$ cat src/lesq_pkg.sv
// Types and constants shared by the largest empty square scan modules.
`timescale 1ns / 1ps

package lesq_pkg;

   localparam int CHAR_W    = 8;
   localparam int DIM_W     = 11;
   localparam int SIZE_W    = 11;
   localparam int POS_W     = 10;
   localparam int CSR_IDX_W = 2;

   localparam logic [CSR_IDX_W-1:0] CSR_GRID_ROWS     = 2'd0;
   localparam logic [CSR_IDX_W-1:0] CSR_GRID_COLS     = 2'd1;
   localparam logic [CSR_IDX_W-1:0] CSR_OBSTACLE_CHAR = 2'd2;

   localparam logic [CHAR_W-1:0] OBSTACLE_RESET = 8'd111;

   typedef struct packed {
      logic obstacle;
      logic border;
      logic last_grid;
   } cell_flags_type;

   localparam int FLAGS_W = $bits(cell_flags_type);

endpackage

$ cat src/lesq_front.sv
// Front stage: takes grid cells, tracks the scan position and classifies each cell.
`timescale 1ns / 1ps

module lesq_front #(
   parameter int ROW_W = 10,
   parameter int COL_W = 10
) (
   input  logic                        clock,
   input  logic                        reset,
   input  logic                        in_push,
   input  logic [lesq_pkg::CHAR_W-1:0] in_char,
   output logic                        in_full,
   input  logic [ROW_W-1:0]            rows_last,
   input  logic [COL_W-1:0]            cols_last,
   input  logic [lesq_pkg::CHAR_W-1:0] obstacle_char,
   output logic                        q_push,
   output lesq_pkg::cell_flags_type    q_flags,
   output logic [ROW_W-1:0]            q_row,
   output logic [COL_W-1:0]            q_col,
   input  logic                        q_full
);

   import lesq_pkg::*;

   logic [ROW_W-1:0] row_ff, row_in;
   logic [COL_W-1:0] col_ff, col_in;
   logic             accept, last_col, last_row;

   assign in_full = q_full;
   assign accept  = in_push & ~q_full;
   assign q_push  = accept;
   assign q_row   = row_ff;
   assign q_col   = col_ff;

   always_comb begin
      last_col          = (col_ff >= cols_last);
      last_row          = (row_ff >= rows_last);
      q_flags.obstacle  = (in_char == obstacle_char);
      q_flags.border    = (row_ff == '0) | (col_ff == '0);
      q_flags.last_grid = last_col & last_row;
      row_in            = row_ff;
      col_in            = col_ff;
      if (accept) begin
         if (last_col) begin
            col_in = '0;
            row_in = last_row ? '0 : row_ff + 1'b1;
         end else begin
            col_in = col_ff + 1'b1;
         end
      end
   end

   always_ff @(posedge clock) begin
      if (reset) begin
         row_ff <= '0;
         col_ff <= '0;
      end else begin
         row_ff <= row_in;
         col_ff <= col_in;
      end
   end

endmodule

$ cat config.mk
export PLATFORM = sky130hd
export DESIGN_NAME = lesq_front
export DESIGN_NICKNAME = d
export VERILOG_FILES = /design/src/lesq_pkg.sv /design/src/lesq_front.sv
export SDC_FILE = /design/constraint.sdc
export NUM_CORES = 1
export LEC_CHECK = 0
export BUFFER_PORTS_ARGS = -buffer_cell sky130_fd_sc_hd__buf_2
export CORE_UTILIZATION = 48
export DETAILED_ROUTE_END_ITERATION = 6
export PLACE_DENSITY = 0.81
export SETUP_SLACK_MARGIN = 0.4
export SLEW_MARGIN = 20
export SYNTH_ARGS = -nofsm -noshare
export SYNTH_HDL_FRONTEND = slang
export SYNTH_SLANG_ARGS = --single-unit
$ cat constraint.sdc
create_clock -name clock -period 2.9 [get_ports clock]
set_clock_uncertainty 0.2 [all_clocks]
set_input_delay 0.58 -clock clock [delete_from_list [all_inputs] [get_ports clock]]
set_output_delay 0.58 -clock clock [all_outputs]
set_load 0.02 [all_outputs]
# == After elaboration in Yosys (flattened, before gate mapping) ==
# Cells that the tools add are included.
# W data, S select, Z words.
# classes
n_eq_ne,1
bitwise_logic,4
n_lt_le_gt_ge,2
muxes,2
reduce_logical,3
n_addsub,2
# ops
cell,n
$add A10 B1 Y10 const B,2
$ge A10 B10 Y1,2
$logic_not A10 Y1,2
$mux W10,2
$eq A8 B8 Y1,1
$and A1 B1 Y1,2
$reduce_and A2 Y1,1
$not A1 Y1,1
$or A1 B1 Y1,1
# word_totals
inputBits,40
wordCells,16
ff_bits,20

# == Depth between registers and ports, before layout ==
# logic_depth
depth_word,3
ltp_mapped,9
ltp_nobuf,8

# == Least setup slack after synthesis ==
# Ideal clock, no wire load.
# synth_timing
path_type,input -> output
start,input rows_last[7]
end,output q_flags[0] (netlist name)
arrival_time_ns,1.849
setup_slack_ns,0.271
stages,6
path_buffers,0
cell_sequence,inv_1 ha_1 a211oi_1 nor2_1 nor4_1 nor2_1
# synth_rtl
element,line,text
from (decl),lesq_front.sv:13,"input logic [ROW_W-1:0] rows_last,"
to (decl),lesq_front.sv:17,"output lesq_pkg::cell_flags_type q_flags,"

==> flow_metrics.py <==
metrics = {
    "run_status": {
        "status": "finished, final reports clean",
    },
    "cells_and_area": {
        "layout.nets": 337,
        "register_area_um2": 430,
        "multi_input_area_um2": 1300,
        "final_cell_mix": "61 x buf_2, 23 x nor2_1, 20 x inv_1",
        "n_fill_cell": 223,
        "drive_above_1_share_pct": 46.0,
        "final_common_cell": "buf_2",
        "fin_area_um2": 2340,
        "syn2layout_area_growth_pct": 45.1,
        "diodes": 0,
        "fin_cells": 316,
    },
    "power_and_ir_drop": {
        "combPwrFrac_pct": 18.8,
        "intPower_w": 0.000473,
        "finalPower_w": 0.000624,
        "p_per_area_nw_per_um2": 267,
        "seq_power_share_pct": 43.9,
        "p_switching_w": 0.000151,
        "clkPwrFrac_pct": 37.2,
        "vdd_ir_drop_max_v": 0.000186,
        "switching_share_pct": 24.2,
        "leakage_nw": 1.17,
    },
    "placed_design": {
        "dp_cells": 306,
        "place_area_um2": 2010,
        "place.detailed.hpwl_mm": 2.93,
        "io_buffers": 64,
        "gp_congestion": 0.860,
    },
    "setup_path": {
        "cp-start-kind": "input pin",
        "cpMaxStageDelayCell": "nor4_4",
        "arrival_ps": 1880,
        "cpPeakStageDelay_ps": 300,
        "cp_top_family": "simple AND/OR/NAND/NOR gates",
        "path_cells": "buf_2 -> inv_2 -> ha_4 -> a21o_1 -> nand3_2 -> a21oi_4 -> nor4_4 -> nor2_2 -> buf_6",
        "critPathCaptureType": "output pin",
        "crit_buf_inv": 3,
        "criticalPathCategory": "in -> out",
        "worstPathRequired_ps": 2120,
        "cp_max_fo": 2,
    },
    "synthesis": {
        "seq_area_frac_synth_pct": 24.8,
        "syn_area_per_cell_um2": 8.19,
        "syn_area_um2": 1610,
        "synth_fp_nets": 261,
        "ys.flop_type": "dfxtp_1",
        "async_flop_share_pct": 0,
        "ys_ff_latch": 20,
        "synth_warnings": 0,
        "syn_inst": 197,
        "synth-edff-count": 0,
        "synth_cell_type_count": 40,
    },
    "clock_network": {
        "htreeDepth": 1,
        "cts_buffers": 3,
        "clk_pin_slew_ps": 120,
        "cts_buffer_depth": 2,
        "cts_root_buf": "clkbuf_4",
        "hold_buffers": 0,
        "cts_tree": "built",
        "clkLatencyLatePin_ps": 300,
        "cts.sink_count": 20,
    },
    "timing": {
        "rsz0062_at_grt": "true",
        "setup-violations-final": 0,
        "hold_violations": 0,
        "slew_headroom_pct": 71.8,
        "min_period_ps": 2660,
        "timing.fmax_mhz": 377,
        "fin_setup_tns_ps": 0,
        "drv_slew": 0,
        "tightest_slew_ps": 423,
        "fin_crit_sh_pct": 91.6,
    },
    "global_routing": {
        "grt_max_degree": 13,
        "antenna_found_initial": 0,
        "grt-ovfl-total": 0,
        "grt_pass1_wl_mm": 6.19,
        "grtUsageTotal_pct": 22.9,
        "grt_pass1_vias": 1490,
    },
    "floorplan": {
        "fp-row-count": 20,
        "core-area_um2": 3130,
        "io_pins": 65,
        "dieWidth_um": 60.0,
        "die_h_um": 60.0,
        "initial_core_util_pct": 51.6,
        "die_area_um2": 3600,
    },
    "route": {
        "drc_errors": 0,
        "first_pass_iters": 4,
        "drt-initial-drc-count": 75,
        "dr_total_vias": 1738,
        "wl_per_cell_um": 14.8,
        "avgViaCountPerCell": 5.50,
        "ant_nets": 0,
        "wirelength_mm": 4.67,
    },
    "job": {
        "cap_violations": 0,
    },
    "hold_path": {
        "worst_hold_path_type": "in -> reg",
    },
}
-- flip-flops by register name, summed over array words and instances (netlist names) --
name   flops
q_col     10
q_row     10
-- repair_timing --
action,CTS,global route
resized for setup,25,26
setup buffers,4,2
pin swaps,6,7
setup endpoints to repair,1,9
-- synth_stat cells (2+ instances only) --
| library cell | instances | area [um^2] |
|---|---|---|
| o21ai_0 | 3 | 15.0 |
| dfxtp_1 | 20 | 400 |
| nor2_1 | 24 | 90.1 |
| nand2b_1 | 2 | 12.5 |
| and3_1 | 8 | 50.1 |
| a21oi_1 | 8 | 40.0 |
| xor2_1 | 7 | 61.3 |
| nand4_1 | 8 | 50.1 |
| or3_1 | 2 | 12.5 |
| nor2b_1 | 2 | 12.5 |
| nand2_1 | 8 | 30.0 |
| nor4_1 | 3 | 18.8 |
| inv_1 | 22 | 82.6 |
| a221o_1 | 7 | 70.1 |
| ha_1 | 24 | 300 |
| xnor2_1 | 10 | 87.6 |
| nand3_1 | 11 | 55.1 |
| a21o_1 | 2 | 15.0 |
| nor3_1 | 5 | 25.0 |
-- stage by stage --
stage          worst slack, ps  hold slack [ps]  utilization (%)
3_5_place_dp               135              347             64.3
2_1_floorplan              400              381                -
6_report                   244              296             74.8
4_1_cts                    267              281             70.2
5_1_grt                    190              281             74.8
3_3_place_gp               152              337             64.3
-- worst paths after layout --
kind                                               to  slack (ps)  cells after the start             startpoint
worst min register to register  q_row[1]$_SDFFE_PP0P_         340                      2  q_row[1]$_SDFFE_PP0P_
worst max register to register  q_row[5]$_SDFFE_PP0P_         460                      7  q_col[4]$_SDFFE_PP0P_
worst max-delay path                       q_flags[0]         240                      9           rows_last[3]
worst min-delay path            q_row[1]$_SDFFE_PP0P_         300                      2                  reset
-- layout make-up --
cell class	count	share of cell area, %
multi-input combinational	151	55.6
sequential	20	18.4
timing repair buffer	75	17.9
inverter	22	3.53
tap	44	2.35
clock inverter	1	1.28
clock buffer	3	0.963
-- cell families (layout without fill, tap and decap cells) --
family	after synthesis	count (layout)	synth area share [%]
AND/OR/NAND/NOR	83	83	28.1
AO/OA/AOI/OAI	27	27	12.4
buffers and inverters	26	101	6.83
adder cells (fa/ha/maj)	24	24	18.6
flip-flops	20	20	24.8
XOR/XNOR	17	17	9.23
-- layer usage --
layer / part of all wire (%) / track usage, % / vias to the layer above / routed length (um)
met5: 0 / 0 / - / 0
met4: 2.1 / 8.97 / 0 / 97
met3: 6.2 / 1.95 / 10 / 289
met2: 51 / 39.5 / 82 / 2400
met1: 40 / 29.4 / 795 / 1880
li1: - / - / 851 / -
-- power groups by stage --
stage	Combinational [W]	Sequential [W]	Clock (W)
after floorplan	0.0000539	0.000287	0
after global placement	0.0000949	0.000285	0
after detailed placement	0.0000975	0.000285	0
after CTS	0.000108	0.000277	0.000230
after global routing	0.000131	0.000274	0.000245
final	0.000118	0.000274	0.000232
Power figures use the tool's default switching activity.
