===== src/lesq_fifo.sv =====
// Small synchronous FIFO used between the scan stages and at the result side.
`timescale 1ns / 1ps

module lesq_fifo #(
   parameter int WIDTH = 8,
   parameter int DEPTH = 2
) (
   input  logic             clock,
   input  logic             reset,
   input  logic             push,
   input  logic [WIDTH-1:0] push_data,
   output logic             full,
   input  logic             pop,
   output logic             empty,
   output logic [WIDTH-1:0] pop_data
);

   localparam int AW = $clog2(DEPTH);

   logic [WIDTH-1:0] storage_ff [DEPTH];
   logic [AW-1:0]    wr_ptr_ff, wr_ptr_in;
   logic [AW-1:0]    rd_ptr_ff, rd_ptr_in;
   logic [AW:0]      count_ff, count_in;
   logic             do_push, do_pop;

   assign full     = (count_ff == (AW+1)'(DEPTH));
   assign empty    = (count_ff == '0);
   assign do_push  = push & ~full;
   assign do_pop   = pop & ~empty;
   assign pop_data = storage_ff[rd_ptr_ff];

   always_comb begin
      wr_ptr_in = do_push ? wr_ptr_ff + 1'b1 : wr_ptr_ff;
      rd_ptr_in = do_pop ? rd_ptr_ff + 1'b1 : rd_ptr_ff;
      count_in  = count_ff + (AW+1)'(do_push) - (AW+1)'(do_pop);
   end

   always_ff @(posedge clock) begin
      if (do_push) begin
         storage_ff[wr_ptr_ff] <= push_data;
      end
   end

   always_ff @(posedge clock) begin
      if (reset) begin
         wr_ptr_ff <= '0;
         rd_ptr_ff <= '0;
         count_ff  <= '0;
      end else begin
         wr_ptr_ff <= wr_ptr_in;
         rd_ptr_ff <= rd_ptr_in;
         count_ff  <= count_in;
      end
   end

endmodule


===== config.mk =====
export PLATFORM = sky130hd
export DESIGN_NAME = lesq_fifo
export DESIGN_NICKNAME = d
export VERILOG_FILES = /design/src/lesq_fifo.sv
export SDC_FILE = /design/constraint.sdc
export NUM_CORES = 1
export LEC_CHECK = 0
export ABC_AREA = 1
export BUFFER_PORTS_ARGS = -buffer_cell sky130_fd_sc_hd__buf_2
export CAP_MARGIN = 40
export CORE_ASPECT_RATIO = 0.8
export CORE_UTILIZATION = 40
export CTS_BUF_LIST = sky130_fd_sc_hd__clkbuf_16
export DETAILED_ROUTE_END_ITERATION = 8
export GPL_TIMING_DRIVEN = 0
export HOLD_SLACK_MARGIN = 0.12
export PLACE_DENSITY = 0.7
export SKIP_LAST_GASP = 1
export SLEW_MARGIN = 10
export SYNTH_ARGS = -nofsm -noshare
export SYNTH_HDL_FRONTEND = slang
export SYNTH_SLANG_ARGS = --single-unit

===== constraint.sdc =====
create_clock -name clock -period 1.9 [get_ports clock]
set_input_delay 0 -clock clock [delete_from_list [all_inputs] [get_ports clock]]
set_output_delay 0 -clock clock [all_outputs]
set_load 0.02 [all_outputs]

* Word-level counts from Yosys, hierarchy flattened *
Memory sizes are Yosys's and may differ from the RTL's. A register that Yosys moved wholly into a read port is not among the register bits.
Index checks and enable logic that the tools add are counted.
Widths: inputs -> output; s select.

operators by class
  add/subtract/negate cells = 4
  $mul = 0
  div/mod/pow operators = 0
  magnitude comparators = 0
  eq/ne operators = 1
  shift operators = 0
  multiplexer cells = 4
  bitwise gates (word level) = 4
  reduce and logical (&&, ||, !) cells = 1

operator list
  kind                 number
  $mux 1               4
  $add 1x1->1 const B  2
  $add 2x1->2          1
  $and 1x1->1          2
  $eq 2x2->1 const B   1
  $logic_not 2->1      1
  $not 1->1            2
  $sub 2x1->2          1

word-level totals
  bits in registers = 4
  latch bits = 0
  memory bits (writable) = 16
  ROM bits = 0
  input port bits = 12
  output and inout port bits = 10
  memories = 1

memory list
  memory      depth  bits a word  rd ports  clocked after memory_dff  write ports  line  RTL
  storage_ff  2      8            1         1                         1            20    logic [WIDTH-1:0] storage_ff [DEPTH];

* Depth between registers and ports, before layout *
Gate-level depths: netlist of run 1.

  depth in word-level cells = 5
  mapped depth = 11

* Worst setup path after synthesis of run 1 *
OpenSTA, ideal clock, no wires.

  kind = register to register
  start = register count_ff[1]
  end = register count_ff[1]
  data arrival time = 1378 ps
  data required time = 1785 ps
  setup slack = 407 ps
  stages on the path, launching flop included = 10
  path buffers = 0
  clock period less this slack = 1493 ps
  cells stage by stage = dfxtp_1 nor2_2 nor2_2 ha_1 inv_1 ha_1 inv_1 nand2_1 a21oi_1 nor2_1

RTL lines
  item                      line  RTL
  start: declaration        23    logic [AW:0] count_ff, count_in;
  start signal: assignment  52    count_ff <= count_in;
  $logic_not 2->1           27    assign empty = (count_ff == '0);
  net empty                 14    output logic empty,
  $not 1->1                 29    assign do_pop = pop & ~empty;
  $and 1x1->1               29
  net do_pop                24    logic do_push, do_pop;
  $sub 2x1->2               35    count_in = count_ff + (AW+1)'(do_push) - (AW+1)'(do_pop);

The timed path passes the listed nets, and every way through them passes these cells.
A chain may end at the register's enable or synchronous reset.

* Worst setup path in the final report of run 1 *
  start = register count_ff[0]
  end = memory storage_ff[0][6], enable pin

on the way
  longest elaborated chain between the ends = 5

RTL lines
  item                          line  RTL
  $eq 2x2->1                    26    assign full = (count_ff == (AW+1)'(DEPTH));
  $not 1->1                     28    assign do_push = push & ~full;
  $and 1x1->1                   28
  $mux 1                        39    if (do_push) begin
  $mux 1 (not written as such)  40    storage_ff[wr_ptr_ff] <= push_data;
  end: declaration              20

No other way between the ends.

==> flow_summary.html, run 1 <==
<table>
<tr><th>Metric</th><th>Value</th></tr>
<tr><th colspan="2">Worst setup path</th></tr>
<tr><td>Maximum fanout along the worst path</td><td>8</td></tr>
<tr><td>Standard cell with the maximum stage delay on the critical path</td><td>nor2_1</td></tr>
<tr><td>CP Data Required Time</td><td>about 1.8 ns</td></tr>
<tr><td>Category of the critical setup timing path</td><td>flip-flop to flip-flop</td></tr>
<tr><td>Cell-by-cell listing of the critical path</td><td>inv_1 -&gt; nand2_1 -&gt; nand2_1 -&gt; nor2_1</td></tr>
<tr><td>Cell with the most instances on the worst path</td><td>nand2_1</td></tr>
<tr><td>CP endpoint kind</td><td>flip-flop</td></tr>
<tr><td>Crit path DAT</td><td>1.46 ns</td></tr>
<tr><td>Largest incremental delay on the critical path</td><td>roughly 0.55 ns</td></tr>
<tr><td>Launching element type of the critical path</td><td>flip-flop</td></tr>
<tr><th colspan="2">Synth</th></tr>
<tr><td>FF+latch count, synth</td><td>21</td></tr>
<tr><td>Seq/Total Area, Yosys</td><td>66.9%</td></tr>
<tr><td>Cell taking the most area after synthesis</td><td>edfxtp_1</td></tr>
<tr><td>Nets in the synthesized netlist</td><td>78</td></tr>
<tr><td>Post-synthesis cell count</td><td>64</td></tr>
<tr><td>Yosys synthesis warning count</td><td>0</td></tr>
<tr><td>Post-synthesis cell type count</td><td>11</td></tr>
<tr><td>Proportion of netlist area held by the largest area contributor</td><td>around 55%</td></tr>
<tr><td>Biggest area contributors in the synthesized netlist</td><td>edfxtp_1 (55%), mux2_4 (14%), dfxtp_1 (12%)</td></tr>
<tr><td>Synth Cell Area</td><td>868 µm²</td></tr>
<tr><td>Post-synthesis area per instance</td><td>13.6 µm²</td></tr>
<tr><th colspan="2">Clocking</th></tr>
<tr><td>Post_cts resized</td><td>0</td></tr>
<tr><td>Cts bufs inserted</td><td>3</td></tr>
<tr><td>Clock Tree Buf Depth</td><td>2</td></tr>
<tr><td>CTS Root Cell</td><td>clkbuf_16</td></tr>
<tr><td>Clock latency on the worst-skew pair</td><td>0.25 ns</td></tr>
<tr><td>TritonCTS clock tree</td><td>built</td></tr>
<tr><td>Count of H-tree levels built during CTS</td><td>1</td></tr>
<tr><td>Clock transition at the registers of the reported paths</td><td>about 0.050 ns</td></tr>
<tr><td># clock sinks</td><td>21</td></tr>
<tr><th colspan="2">Routing</th></tr>
<tr><td>First-pass iteration count of the detailed router</td><td>4</td></tr>
<tr><td>Initial DRC count</td><td>14</td></tr>
<tr><td>Final antenna-violating net count</td><td>0</td></tr>
<tr><td>Final wirelength</td><td>1.41 mm</td></tr>
<tr><td>Via count</td><td>559</td></tr>
<tr><td>Vias/cell</td><td>approximately 4.5</td></tr>
<tr><td>Drc violations</td><td>0</td></tr>
<tr><td>Routed wirelength normalized by instance count</td><td>approximately 11 µm</td></tr>
<tr><th colspan="2">Global route</th></tr>
<tr><td>Vias in the first global route</td><td>~540</td></tr>
<tr><td>Tot GR Track Use</td><td>14.2%</td></tr>
<tr><td>Largest net degree at the start of global routing</td><td>13</td></tr>
<tr><td>Sum of overflow across all layers after global routing</td><td>0</td></tr>
<tr><td>Global-route wire length before repair</td><td>2.19 mm</td></tr>
<tr><td>Antenna violations before repair</td><td>0</td></tr>
<tr><th colspan="2">Placement</th></tr>
<tr><td>Count of input and output buffers</td><td>21</td></tr>
<tr><td>Detail Placement HPWL</td><td>~990 µm</td></tr>
<tr><td>Placed instance area</td><td>1000 µm²</td></tr>
<tr><td>Gpl congestion</td><td>0.703</td></tr>
<tr><td>Placed cell count</td><td>109</td></tr>
<tr><td>Worst Setup Slack post-DPL</td><td>0.306 ns</td></tr>
<tr><th colspan="2">Finish</th></tr>
<tr><td>Final core occ</td><td>60.8%</td></tr>
<tr><td>Top library cells by usage in the layout, fill and taps aside</td><td>buf_2 (21), edfxtp_1 (16), dlygate4sd3_1 (11), inv_1 (10)</td></tr>
<tr><td>Count of nets after finishing</td><td>around 120</td></tr>
<tr><td>Layout cells sized above 1</td><td>a little over a third</td></tr>
<tr><td>Most common cell after layout, fill and taps aside</td><td>buf_2</td></tr>
<tr><td>Number of fill cells in the layout</td><td>163</td></tr>
<tr><td>Cell area after layout</td><td>1190 µm²</td></tr>
<tr><td>Diodes inserted</td><td>0</td></tr>
<tr><td>Area delta synth-&gt;final</td><td>37.5%</td></tr>
<tr><td>Non-filler cells in the finished layout</td><td>about 120</td></tr>
<tr><th colspan="2">Power</th></tr>
<tr><td>Pwr dens</td><td>1340 nW/µm²</td></tr>
<tr><td>Peak supply drop</td><td>about 1 mV</td></tr>
<tr><td>Power, Total</td><td>1.60 mW</td></tr>
<tr><td>Standby leakage power</td><td>0.537 nW</td></tr>
<tr><th colspan="2">Die</th></tr>
<tr><td>Vert. Die Dim</td><td>43.7 µm</td></tr>
<tr><td>Count of standard-cell rows</td><td>14</td></tr>
<tr><td>Initial core utilization</td><td>about 44%</td></tr>
<tr><td>Overall die area</td><td>between 2000 and 2500 µm²</td></tr>
<tr><td>Floorplan Core Area</td><td>around 2000 µm²</td></tr>
<tr><td>Die width</td><td>between 50 and 60 µm</td></tr>
<tr><td>I/O pin count</td><td>22</td></tr>
<tr><th colspan="2">Outcome</th></tr>
<tr><td>Run status</td><td>completed</td></tr>
<tr><th colspan="2">Timing</th></tr>
<tr><td>Final period util</td><td>82.8%</td></tr>
<tr><td>Headroom to the max-slew limit</td><td>52.7%</td></tr>
<tr><td>Worst-case clock skew</td><td>roughly 0.0020 ns</td></tr>
<tr><td>Post-route worst setup slack</td><td>around 0.33 ns</td></tr>
<tr><td>Final hold violation count</td><td>0</td></tr>
<tr><td>Least-Margin Pin Slew</td><td>0.707 ns</td></tr>
<tr><td>Maximum frequency from static timing analysis</td><td>635 MHz</td></tr>
<tr><td>Fin crit period</td><td>1.57 ns</td></tr>
<tr><td>Total count of max-transition violations in the final report</td><td>0</td></tr>
<tr><td>Final Hold Slack</td><td>0.448 ns</td></tr>
<tr><td>Number of failing setup endpoints in the final timing report</td><td>0</td></tr>
<tr><td>RSZ-0062 raised after global routing</td><td>false</td></tr>
<tr><td>Setup TNS Final</td><td>0 ns</td></tr>
<tr><th colspan="2">Job</th></tr>
<tr><td>Max cap viols</td><td>0</td></tr>
<tr><th colspan="2">Min path</th></tr>
<tr><td>Class of the tightest hold or removal check</td><td>primary input to flip-flop</td></tr>
</table>
## routing by layer
metal / vias up / routed length (µm) / global-route usage [%]
li1: 285 / - / -
met1: 252 / 574 / 14.4
met2: 19 / 744 / 24.9
met3: 3 / 76 / 6.32
met4: 0 / 14 / 6.15
met5: - / 0 / 0
## path summary, 6_finish.rpt
kind | depth (start not counted) | startpoint | end | slack, ns
setup / recovery | 4 | count_ff[0] | storage_ff[0][6] | 0.33
hold / removal | 3 | reset | count_ff[0] | 0.45
setup reg to reg | 4 | count_ff[0] | storage_ff[0][6] | 0.33
hold reg to reg | 2 | rd_ptr_ff | flip-flop | 0.51
## critical path: cells and delay by family, from the launching register on
kind | cells | cell delay (ns)
AND/OR/NAND/NOR | 3 | 0.76
buffers and inverters | 1 | 0.07
flip-flops | 1 | 0.36
## sequential cells by signal, indices dropped and copies added, names as in the netlist, named ones only
| signal | cells |
|---|---|
| count_ff | 2 |
| rd_ptr_ff | 1 |
| storage_ff | 16 |
| wr_ptr_ff | 1 |
## cell usage after synthesis
cell type	count
nand3_1	3
buf_6	1
ha_1	2
mux2_4	8
nor2_1	7
dfxtp_1	5
edfxtp_1	16
nand2_1	8
inv_1	10
a21oi_1	2
nor2_2	2
## timing repair
action	4_1_cts	5_1_grt
buffers inserted	0	0
endpoints found under the hold margin	21	0
hold buffers	11	0
## logic make-up after synthesis
| family | share of synthesized area [%] |
|---|---|
| AND/OR/NAND/NOR | 9.65 |
| buffers and inverters | 5.62 |
| flip-flops | 66.9 |
| adder cells (fa/ha/maj) | 2.88 |
| AO/OA/AOI/OAI | 1.15 |
| multiplexers | 13.8 |
## cell type report
cell class / instances / area, µm² / share of cell area (%)
flip-flops and latches: 21 / 581 / 48.6
multi-input cells: 32 / 239 / 20.0
repair buffers: 32 / 215 / 18.0
clock buffers: 3 / 75.1 / 6.29
inverters: 10 / 37.5 / 3.14
well taps: 24 / 30.0 / 2.52
plain buffers: 1 / 11.3 / 0.943
clock inverters: 1 / 5.00 / 0.419
## power breakdown
| part | total [mW] | switching (mW) | internal (mW) |
|---|---|---|---|
| combinational | 0.537 | 0.302 | 0.236 |
| clock | 0.434 | 0.152 | 0.282 |
| sequential | 0.634 | 0.0410 | 0.593 |
| total | 1.60 | 0.494 | 1.11 |
Power figures use the tool's default switching activity.
==> run 2: changes to the inputs <==
clock period = 1.6 ns   (was 1.9 ns; I/O delays follow)
==> run 2 against run 1 <==
  * Sequential cell count is the same
  * Clock skew grew 0.00067 ns
  * Power grew 20%
  * Cell count is the same
  * Global-route usage is the same
==> flow_summary.html, run 2 (same netlist as run 1, synthesis figures left out) <==
<table>
<tr><th>Metric</th><th>Value</th></tr>
<tr><th colspan="2">Outcome</th></tr>
<tr><td>Run status</td><td>completed</td></tr>
<tr><th colspan="2">Clocking</th></tr>
<tr><td>CTS Root Cell</td><td>clkbuf_16</td></tr>
<tr><td>Post-CTS repair timing setup buffer count</td><td>0</td></tr>
<tr><td>Clock latency on the worst-skew pair</td><td>0.25 ns</td></tr>
<tr><td>Count of H-tree levels built during CTS</td><td>1</td></tr>
<tr><td>Cts bufs inserted</td><td>3</td></tr>
<tr><td>Clock Tree Buf Depth</td><td>2</td></tr>
<tr><td># clock sinks</td><td>21</td></tr>
<tr><td>TritonCTS clock tree</td><td>built</td></tr>
<tr><td>Clock transition at the registers of the reported paths</td><td>0.05 ns</td></tr>
<tr><th colspan="2">Min path</th></tr>
<tr><td>Endpoint, Worst Hold</td><td>count_ff[0]</td></tr>
<tr><td>Worst min-delay path startpoint</td><td>reset</td></tr>
<tr><td>Number of cells traversed by the worst hold path</td><td>3</td></tr>
<tr><td>Class of the tightest hold or removal check</td><td>primary input to flip-flop</td></tr>
<tr><th colspan="2">Worst setup path</th></tr>
<tr><td>Depth of the worst register-to-register path</td><td>10</td></tr>
<tr><td>Internal reg-to-reg setup slack</td><td>~0.11 ns</td></tr>
<tr><td>Worst r2r dst</td><td>count_ff[1]</td></tr>
<tr><td>Largest incremental delay on the critical path</td><td>between 0.3 and 0.4 ns</td></tr>
<tr><td>Cell-by-cell listing of the critical path</td><td>inv_1 -&gt; nand2_2 -&gt; nand2_1 -&gt; ha_1 -&gt; inv_1 -&gt; ha_1 -&gt; inv_1 -&gt; nand2_1 -&gt; a21oi_2 -&gt; nor2_1</td></tr>
<tr><td>CP Data Required Time</td><td>1.75 ns</td></tr>
<tr><td>Crit path DAT</td><td>1.63 ns</td></tr>
<tr><td>Cell with the most instances on the worst path</td><td>inv_1</td></tr>
<tr><td>Launching element type of the critical path</td><td>flip-flop</td></tr>
<tr><td>Family with the most delay on the worst path</td><td>adder cells</td></tr>
<tr><td>Standard cell with the maximum stage delay on the critical path</td><td>dfxtp_2</td></tr>
<tr><td>Launching instance or port of the critical path</td><td>count_ff[0]</td></tr>
<tr><td>Maximum fanout along the worst path</td><td>4</td></tr>
<tr><td>Number of buffer and inverter instances along the worst setup path</td><td>3</td></tr>
<tr><td>Worst reg2reg path startpoint</td><td>count_ff[0]</td></tr>
<tr><td>Category of the critical setup timing path</td><td>flip-flop to flip-flop</td></tr>
<tr><td>CP endpoint kind</td><td>flip-flop</td></tr>
<tr><th colspan="2">Power</th></tr>
<tr><td>Standby leakage power</td><td>0.538 nW</td></tr>
<tr><td>Pwr dens</td><td>1600 nW/µm²</td></tr>
<tr><td>Peak supply drop</td><td>between 1 and 1.5 mV</td></tr>
<tr><td>Power, Total</td><td>1.93 mW</td></tr>
<tr><th colspan="2">Routing</th></tr>
<tr><td>Initial DRC count</td><td>8</td></tr>
<tr><td>Vias/cell</td><td>4.45</td></tr>
<tr><td>Via count</td><td>552</td></tr>
<tr><td>Drc violations</td><td>0</td></tr>
<tr><td>Routed wirelength normalized by instance count</td><td>11.6 µm</td></tr>
<tr><td>Final wirelength</td><td>~1.4 mm</td></tr>
<tr><td>First-pass iteration count of the detailed router</td><td>4</td></tr>
<tr><td>Final antenna-violating net count</td><td>0</td></tr>
<tr><th colspan="2">Finish</th></tr>
<tr><td>Top library cells by usage in the layout, fill and taps aside</td><td>buf_2 (21), edfxtp_1 (16), dlygate4sd3_1 (11), inv_1 (10), mux2_4 (8)</td></tr>
<tr><td>Most common cell after layout, fill and taps aside</td><td>buf_2</td></tr>
<tr><td>Count of nets after finishing</td><td>~120</td></tr>
<tr><td>Max reg flops</td><td>16</td></tr>
<tr><td>Non-filler cells in the finished layout</td><td>124</td></tr>
<tr><td>Layout cells sized above 1</td><td>40.0%</td></tr>
<tr><td>Largest reg by FF count</td><td>storage_ff</td></tr>
<tr><td>Area delta synth-&gt;final</td><td>38.6%</td></tr>
<tr><td>Diodes inserted</td><td>0</td></tr>
<tr><td>Largest regs</td><td>storage_ff: 16 flops, count_ff: 2 flops</td></tr>
<tr><th colspan="2">Timing</th></tr>
<tr><td>Post-route worst setup slack</td><td>between 0.1 and 0.15 ns</td></tr>
<tr><td>Worst-case clock skew</td><td>0.00264 ns</td></tr>
<tr><td>Fin crit period</td><td>approximately 1.5 ns</td></tr>
<tr><td>Headroom to the max-slew limit</td><td>just over 70%</td></tr>
<tr><td>Number of failing setup endpoints in the final timing report</td><td>0</td></tr>
<tr><td>Final Hold Slack</td><td>roughly 0.44 ns</td></tr>
<tr><td>Maximum frequency from static timing analysis</td><td>672 MHz</td></tr>
<tr><td>Setup TNS Final</td><td>0 ns</td></tr>
<tr><td>Final period util</td><td>93.0%</td></tr>
<tr><td>Total count of max-transition violations in the final report</td><td>0</td></tr>
<tr><td>Final hold violation count</td><td>0</td></tr>
<tr><td>Least-Margin Pin Slew</td><td>0.439 ns</td></tr>
<tr><th colspan="2">Placement</th></tr>
<tr><td>Worst Setup Slack post-DPL</td><td>0.00642 ns</td></tr>
<tr><td>Gpl congestion</td><td>0.703</td></tr>
<tr><td>Placed cell count</td><td>109</td></tr>
<tr><td>Count of input and output buffers</td><td>21</td></tr>
<tr><td>Detail Placement HPWL</td><td>993 µm</td></tr>
<tr><th colspan="2">Die</th></tr>
<tr><td>Count of standard-cell rows</td><td>14</td></tr>
<tr><td>Initial core utilization</td><td>44.3%</td></tr>
<tr><td>Vert. Die Dim</td><td>43.7 µm</td></tr>
<tr><td>Die width</td><td>54.1 µm</td></tr>
<tr><td>Overall die area</td><td>2360 µm²</td></tr>
<tr><td>Floorplan Core Area</td><td>1960 µm²</td></tr>
<tr><td>I/O pin count</td><td>22</td></tr>
<tr><th colspan="2">Global route</th></tr>
<tr><td>Antenna violations before repair</td><td>0</td></tr>
<tr><td>Sum of overflow across all layers after global routing</td><td>0</td></tr>
<tr><td>Vias in the first global route</td><td>539</td></tr>
<tr><td>Largest net degree at the start of global routing</td><td>13</td></tr>
<tr><td>Tot GR Track Use</td><td>14.2%</td></tr>
<tr><td>Global-route wire length before repair</td><td>approximately 2.2 mm</td></tr>
<tr><th colspan="2">Job</th></tr>
<tr><td>Max cap viols</td><td>0</td></tr>
</table>
-- run 2: cell type report --
| class | count | area, µm² |
|---|---|---|
| fill | 167 | 758 |
| inverter | 10 | 37.5 |
| sequential | 21 | 582 |
| timing repair buffer | 32 | 215 |
| buffer | 1 | 11.3 |
| multi-input combinational | 32 | 248 |
| clock inverter | 1 | 5.00 |
| clock buffer | 3 | 75.1 |
| tap | 24 | 30.0 |
-- run 2: layer usage --
metal  GRT usage, %  part of all wire (%)
met1           14.4                    41
met2           24.9                    53
met3           6.32                   4.8
met4           6.15                  0.98
met5              0                     0
-- run 2: tightest hold or removal path, cell delays in order --
cell	delay (ns)
dlygate4sd3_1	0.52
buf_2	0.10
nor2_1	0.04
-- run 2: where the power goes --
| group | internal (mW) | switching (mW) |
|---|---|---|
| sequential | 0.707 | 0.0517 |
| combinational | 0.285 | 0.369 |
| clock | 0.335 | 0.178 |
-- run 2: stage by stage --
| stage | cell area (µm²) | utilization (%) |
|---|---|---|
| CTS | 1200 | 61.0 |
| global route | 1200 | 61.4 |
| global placement | 1000 | 51.1 |
| floorplan | 868 | - |
| finish | 1200 | 61.4 |
| detailed placement | 1000 | 51.1 |
-- run 2: how the worst max path moves through the flow --
stage / end / slack (ns) / depth (start not counted)
finish: count_ff[1] / 0.11 / 10
global route: count_ff[1] / -0.007 / 11
CTS: count_ff[1] / 0.04 / 10
detailed placement: storage_ff[0][0] / 0.006 / 4
global placement: storage_ff[0][4] / 0.05 / 4
floorplan: count_ff[1] / 0.11 / 9
-- run 2: timing repair --
item                                   in CTS  in global routing
endpoints found under the hold margin      21                  0
resized for setup                           1                  3
setup endpoints to repair                   8                  1
hold buffers                               11                  0
